===== config.mk =====
export PLATFORM = sky130hd
export DESIGN_NAME = sci_div
export DESIGN_NICKNAME = d
export VERILOG_FILES = /design/src/sci_pkg.sv /design/src/sci_div.sv
export SDC_FILE = /design/constraint.sdc
export NUM_CORES = 2
export LEC_CHECK = 0
export BUFFER_PORTS_ARGS = -buffer_cell sky130_fd_sc_hd__buf_2
export CAP_MARGIN = 20
export CORE_ASPECT_RATIO = 1.5
export CORE_MARGIN = 2
export CORE_UTILIZATION = 34
export CTS_CLUSTER_DIAMETER = 40
export DETAILED_ROUTE_END_ITERATION = 16
export GPL_TIMING_DRIVEN = 0
export SYNTH_ARGS = -nofsm -noshare
export SYNTH_HDL_FRONTEND = slang
export SYNTH_SLANG_ARGS = --single-unit

===== constraint.sdc =====
create_clock -name clk -period 10.2 [get_ports clk]
set_clock_uncertainty 0.2 [all_clocks]
set_input_delay 0.51 -clock clk [delete_from_list [all_inputs] [get_ports clk]]
set_output_delay 0.51 -clock clk [all_outputs]
set_load 0.01 [all_outputs]

===== src/sci_pkg.sv =====
// Shared types and widths for the segment/circle intersection pipeline.
`default_nettype none
package sci_pkg;

  localparam int CoordW   = 20;
  localparam int RadiusW  = 19;
  localparam int FracW    = 17;
  localparam int LenW     = 41;
  localparam int DotW     = 42;
  localparam int DiscW    = 84;
  localparam int RootW    = DiscW / 2;
  localparam int QuotW    = FracW;
  localparam logic [RadiusW-1:0] RadiusReset = RadiusW'(10240);
  localparam logic [FracW-1:0]   FracOne     = FracW'(65536);

  typedef struct packed {
    logic signed [CoordW-1:0] start_x;
    logic signed [CoordW-1:0] start_y;
    logic signed [CoordW-1:0] end_x;
    logic signed [CoordW-1:0] end_y;
    logic signed [CoordW-1:0] center_x;
    logic signed [CoordW-1:0] center_y;
  } in_t;

  typedef struct packed {
    logic             hit;
    logic [FracW-1:0] fraction;
  } out_t;

  typedef struct packed {
    logic                   ok;
    logic signed [DotW-1:0] h;
    logic [LenW-1:0]        a;
  } side_t;

endpackage
`default_nettype wire


===== src/sci_div.sv =====
// Root selection and pipelined restoring divider for the fraction.
`default_nettype none
module sci_div (
  input  wire logic                      clk,
  input  wire logic                      rst_n,
  input  wire logic                      en,
  input  wire logic                      in_vld,
  input  wire logic [sci_pkg::RootW-1:0] root,
  input  wire sci_pkg::side_t            side,
  output logic                           out_vld,
  output sci_pkg::out_t                  result
);

  localparam int N  = sci_pkg::QuotW;
  localparam int AW = sci_pkg::LenW;

  logic                    s1_vld_r, s2_vld_r;
  logic signed [43:0]      n1_r, n2_r;
  logic [AW-1:0]           a1_r, a2_r;
  logic                    ok1_r, hit2_r;
  logic [AW-1:0]           n_sel_r;

  logic signed [43:0] s_ext, h_ext;
  logic ok_hi, ok_lo;

  assign s_ext = $signed({2'b00, root});
  assign h_ext = 44'(side.h);
  assign ok_hi = !n1_r[43] && (n1_r[42:0] <= 43'(a1_r));
  assign ok_lo = !n2_r[43] && (n2_r[42:0] <= 43'(a1_r));

  always_ff @(posedge clk) begin
    if (!rst_n) begin
      s1_vld_r <= 1'b0;
      s2_vld_r <= 1'b0;
    end else if (en) begin
      s1_vld_r <= in_vld;
      s2_vld_r <= s1_vld_r;
    end
  end

  always_ff @(posedge clk) begin
    if (en) begin
      n1_r    <= s_ext - h_ext;
      n2_r    <= -h_ext - s_ext;
      a1_r    <= side.a;
      ok1_r   <= side.ok;
      a2_r    <= a1_r;
      hit2_r  <= ok1_r && (ok_hi || ok_lo);
      n_sel_r <= ok_hi ? n1_r[AW-1:0] : n2_r[AW-1:0];
    end
  end

  logic          vld_r [N];
  logic [AW-1:0] rem_r [N];
  logic [AW-1:0] a_r   [N];
  logic [N-1:0]  q_r   [N];
  logic          hit_r [N];

  for (genvar k = 0; k < N; k++) begin : g_stage
    logic          cv, chit;
    logic [AW-1:0] ca;
    logic [N-1:0]  cq;
    logic [AW:0]   rem_t;
    logic          ge;

    if (k == 0) begin : g_first
      assign cv    = s2_vld_r;
      assign chit  = hit2_r;
      assign ca    = a2_r;
      assign cq    = '0;
      assign rem_t = {1'b0, n_sel_r};
    end else begin : g_next
      assign cv    = vld_r[k-1];
      assign chit  = hit_r[k-1];
      assign ca    = a_r[k-1];
      assign cq    = q_r[k-1];
      assign rem_t = {rem_r[k-1], 1'b0};
    end

    assign ge = (rem_t >= {1'b0, ca});

    always_ff @(posedge clk) begin
      if (!rst_n) begin
        vld_r[k] <= 1'b0;
      end else if (en) begin
        vld_r[k] <= cv;
      end
    end

    always_ff @(posedge clk) begin
      if (en) begin
        rem_r[k] <= AW'(ge ? rem_t - {1'b0, ca} : rem_t);
        a_r[k]   <= ca;
        q_r[k]   <= {cq[N-2:0], ge};
        hit_r[k] <= chit;
      end
    end
  end

  assign out_vld         = vld_r[N-1];
  assign result.hit      = hit_r[N-1];
  assign result.fraction = hit_r[N-1] ? q_r[N-1] : '0;

endmodule
`default_nettype wire


Yosys cells after proc, flatten, opt, wreduce, memory -nomap -nowiden
Memory sizes are Yosys's and may differ from the RTL's.
Cells that the tools add are included.
{"block": "classes", "reduce_logical": 6, "n_mux": 41, "add_sub_neg": 20, "n_lt_le_gt_ge": 19, "n_bitwise": 17}
{"cell": "41-bit two-way mux", "n": 18}
{"cell": "41-bit subtractor", "n": 17}
{"cell": "42-bit by 41-bit >= comparator with 1-bit output", "n": 16}
{"cell": "43-bit by 41-bit less-or-equal comparator with 1-bit output", "n": 2}
{"cell": "42-bit negation with 44-bit output", "n": 1}
{"cell": "43-bit by 42-bit subtractor with 44-bit output", "n": 1}
{"cell": "44-bit by 43-bit subtractor with 44-bit output", "n": 1}
{"cell": "41-bit >= comparator", "n": 1}
{"cell": "1-bit two-way mux", "n": 22}
{"cell": "17-bit two-way mux", "n": 1}
{"cell": "1-bit bitwise OR", "n": 17}
{"cell": "1-bit logical AND", "n": 3}
{"cell": "1-bit zero test", "n": 2}
{"cell": "1-bit logical OR", "n": 1}
{"block": "word_totals", "out_inout_bits": 19, "wordCells": 117, "n_memories": 5, "mem_bits_rw": 1717, "regBits": 215}
{"memory": "a_r", "depth": 17, "word_bits": 41, "read_ports": 16, "rd_ports_with_merged_regs": 0, "wr": 17, "line": "sci_div.sv:55", "source": "logic [AW-1:0] a_r [N];"}
{"memory": "rem_r", "depth": 17, "word_bits": 41, "read_ports": 16, "rd_ports_with_merged_regs": 0, "wr": 17, "line": "sci_div.sv:54", "source": "logic [AW-1:0] rem_r [N];"}
{"memory": "q_r", "depth": 17, "word_bits": 17, "read_ports": 17, "rd_ports_with_merged_regs": 0, "wr": 17, "line": "sci_div.sv:56", "source": "logic [N-1:0] q_r [N];"}
{"memory": "hit_r", "depth": 17, "word_bits": 1, "read_ports": 17, "rd_ports_with_merged_regs": 0, "wr": 17, "line": "sci_div.sv:57", "source": "logic hit_r [N];"}
{"memory": "vld_r", "depth": 17, "word_bits": 1, "read_ports": 17, "rd_ports_with_merged_regs": 0, "wr": 17, "line": "sci_div.sv:53", "source": "logic vld_r [N];"}

Logic depth before layout (Yosys ltp)
{"block": "depth", "word_depth": 4, "depth_mapped": 16, "mapped_depth_nobuf": 15}

Worst setup path before layout
OpenSTA, ideal clock, no wires.
{"block": "synth_path", "kind": "flip-flop to flip-flop", "from": "memory rem_r[0][42] (netlist bit)", "to": "memory rem_r[0][86] (netlist bit), data pin", "slack_ps": 5889, "stages_incl_launch_ff": 13, "arrival_ps": 3849, "cell_sequence": "edfxtp_1 ha_1 nor2b_1 o31a_1 o31a_1 a211o_1 or4_1 a31oi_1 o21ai_1 a221o_1 a311oi_2 buf_4 mux2_1"}
{"item": "start, declared", "line": "sci_div.sv:54"}

==> impl_metrics.toml <==
[finish]
fin_area_mm2 = 0.120
layoutNonFillerInstCount = 14300
finalNetCount = 11100
drive_above_1_share_pct = 9.39
area_delta_synth_final_pct = 16.2
final_common_cell = "edfxtp_1"
regArea_mm2 = 0.0514
nFillCells = 29000
fin_util_pct = 39.7
multi_input_area_mm2 = 0.0470
layout_common_cells = "edfxtp_1 (1,710), inv_1 (1,001), ha_1 (903), a21oi_1 (792), nand2_1 (672)"

[global_routing]
grt_max_degree = 189
use_met3_pct = 2.16
antenna_found_initial = 5
busiest_layer = "met2"
met1_usage_pct = 12.7
gr-usage-met2_pct = 38.6
grt-ovfl-total = 0
grtUsageTotal_pct = 17.8
grt_pass1_vias = 78300
grt_pass1_wl_mm = 424

[die]
core_region_area_mm2 = 0.302
ios = 149
start_util_pct = 34.2
rows = 247
die_h_um = 678
die_area_mm2 = 0.308
die_w_um = 454

[drt]
totalWireLength_mm = 280
vias_per_cell = 5.10
drt_iter0_markers = 2781
dr.pass1.iters = 6
vias = 72900
antenna_left = 0
wl_per_cell_um = 19.6
drcViolationCount = 0

[setup_path]
worst_path_largest_cell_delay_ns = 0.82
cp_common_cell = "clkbuf_1"
path_cells = "ha_1 > nor2b_1 > o21bai_1 > a21boi_0 > o22ai_1 > o21ai_0 > a221o_1 > o221ai_1 > o21ai_0 > a211o_1 > clkbuf_1 > clkbuf_1 > clkbuf_1 > a21oi_1"
crit_type = "register to register"
r2r_slack_ns = 3.27
startpoint_type = "register"
crit_path_top_delay_cell = "clkbuf_1"
crit_arrival_ns = 7.25
critical_path_buf_inv_count = 3
cp-startpoint = "rem_r[0][534]"
path_delay_family = "compound AO/OA/AOI/OAI gates"
r2r-start = "rem_r[0][534]"
required_ns = 10.52
r2r_cells = 14
crit_path_end_kind = "register"
reg2reg_to = "rem_r[0][601]"
crit_fanout = 10

[clocking]
clock_path_buffers = 4
cts_tree = "built"
clk_latency_ns = 0.84
cts_max_level = 5
numCtsBuffers = 284
clk_pin_slew_worst_paths_ns = 0.05
clock_sinks = 1713
cts_setup_buffers = 0
cts_resized = 0
ctsRootBufferMaster = "clkbuf_16"

[sta]
rsz0062_at_grt = "false"
finalSetupViolCount = 0
max_freq_mhz = 144
maxSlewHeadroom_pct = 16.7
fin_hold_ws_ns = 0.0786
timing.final.max_slew_violations = 0
timing.final.crit_share_pct = 67.9
hold_violations = 0
period_minus_slack_ns = 6.93
setup_slack_ns = 3.27
tns_ns = 0
worst_pin_slew_ns = 1.25

[outcome]
status = "completed"

[worst_hold_path]
min_path_type = "primary input to register"
worstHoldStart = "root[24]"
hold_depth = 4
min_to = "n1_r[25]"

[flow_run]
max-cap-violations = 0

[synth]
syn-num-nets = 10600
syn_area_per_cell_um2 = 10.8
yosysUniqueCellTypes = 81
synth_seq_area_share_pct = 49.9
yosys_warnings = 0
synth_area_mm2 = 0.103
synthArstFlopShare_pct = 0
synth_edf_count = 1710
synth_ff_type = "edfxtp_1"
ys_ff_latch = 1713
syn_inst = 9547

[place]
postPlaceCellArea_mm2 = 0.110
hpwl_mm = 223
globalplace.congestion = 1.06
io_buffers = 147
pre_cts_ws_ns = 3.35
placed_cells = 13700

[power_and_ir_drop]
p_per_area_mw_per_mm2 = 317
p_leak_nw = 49.7
finalPower_mw = 38.0
vdd_drop_max_uv = 145
==> metal layers <==
| metal | up-vias | part of all wire [%] | routed length (µm) |
|---|---|---|---|
| met5 | - | 0 | 0 |
| met4 | 0 | 9.6 | 26900 |
| met3 | 956 | 2.7 | 7630 |
| met2 | 1610 | 59 | 166000 |
| met1 | 34300 | 28 | 78800 |
| li1 | 36100 | - | - |
==> cell usage after synthesis (17+ instances only) <==
library cell,count,area [µm²]
a211o_1,27,236
a211oi_1,56,420
a21boi_0,35,263
a21o_1,442,3320
a21oi_1,793,3970
a221o_1,19,190
a221oi_1,26,228
a31o_2,17,149
a31oi_1,75,469
and2_1,52,325
and3_1,105,657
and4_1,21,184
clkbuf_1,222,833
edfxtp_1,1710,51300
fa_1,18,360
ha_1,903,11300
inv_1,1001,3760
mux2_2,256,2880
nand2_1,672,2520
nand2b_1,123,769
nand3_1,169,846
nand4_1,128,801
nor2_1,504,1890
nor2b_1,112,701
nor3_1,92,460
nor4_1,37,231
o211ai_1,40,300
o21a_1,109,818
o21ai_0,635,3180
o21bai_1,97,728
o311ai_0,18,158
o31a_1,30,263
o31ai_1,58,435
or2_2,24,150
or3_1,25,156
xnor2_1,382,3350
xor2_1,248,2170
==> cells by family (layout without fill, tap and decap cells) <==
family / count (synthesis) / in the layout / share of synthesized area [%]
compound gates: 2647 / 2647 / 16.1
simple gates: 2116 / 2116 / 9.81
flops: 1713 / 1713 / 49.9
buf+inv: 1247 / 2010 / 4.56
fa+ha+maj: 921 / 921 / 11.3
xor+xnor: 630 / 630 / 5.35
mux: 273 / 273 / 2.96
other cells: 0 / 2 / 0
==> worst register-to-register path: stages (launching register included) <==
cell	delay (ns)
edfxtp_1	0.41
ha_1	0.56
nor2b_1	0.26
o21bai_1	0.09
a21boi_0	0.37
o22ai_1	0.28
o21ai_0	0.81
a221o_1	0.38
o221ai_1	0.22
o21ai_0	0.68
a211o_1	0.23
clkbuf_1	0.63
clkbuf_1	0.82
clkbuf_1	0.56
a21oi_1	0.15
==> how the worst max path moves through the flow <==
| stage | to | slack, ns | depth (start not counted) |
|---|---|---|---|
| 2_1_floorplan | rem_r[0][86] | 5.89 | 12 |
| 3_3_place_gp | a1_r[40] | -18.77 | 1 |
| 3_5_place_dp | rem_r[0][648] | 3.35 | 15 |
| 4_1_cts | rem_r[0][648] | 3.30 | 15 |
| 5_1_grt | rem_r[0][601] | 3.25 | 14 |
| 6_report | rem_r[0][601] | 3.27 | 14 |
==> registers in the layout, summed over array words and instances (netlist names), 17 cells and up <==
name	count
n_sel_r	41
a2_r	41
q_r	153
a1_r	41
hit_r	17
a_r	656
vld_r	17
rem_r	656
n1_r	44
n2_r	43
==> what timing repair did <==
action	CTS	global route
hold endpoints to repair	137	0
hold buffers	64	0
setup endpoints to repair	0	0
==> report_power, final <==
part / internal [mW] / total (mW) / leakage [nW] / switching [mW]
logic: 6.86 / 16.9 / 28.3 / 10.1
clock network: 6.14 / 9.66 / 4.60 / 3.52
registers: 10.5 / 11.4 / 16.8 / 0.950
total: 23.5 / 38.0 / 49.7 / 14.5
==> area by class of cell <==
| class | count | area share, % |
|---|---|---|
| clock buffer | 326 | 6.26 |
| timing repair buffer | 255 | 1.70 |
| sequential | 1713 | 42.9 |
| multi-input combinational | 6587 | 39.3 |
| clock inverter | 182 | 1.77 |
| inverter | 1003 | 3.14 |
| tap | 3984 | 4.16 |
| antenna | 2 | 0.00418 |
| buffer | 244 | 0.782 |
Power figures use the tool's default switching activity.
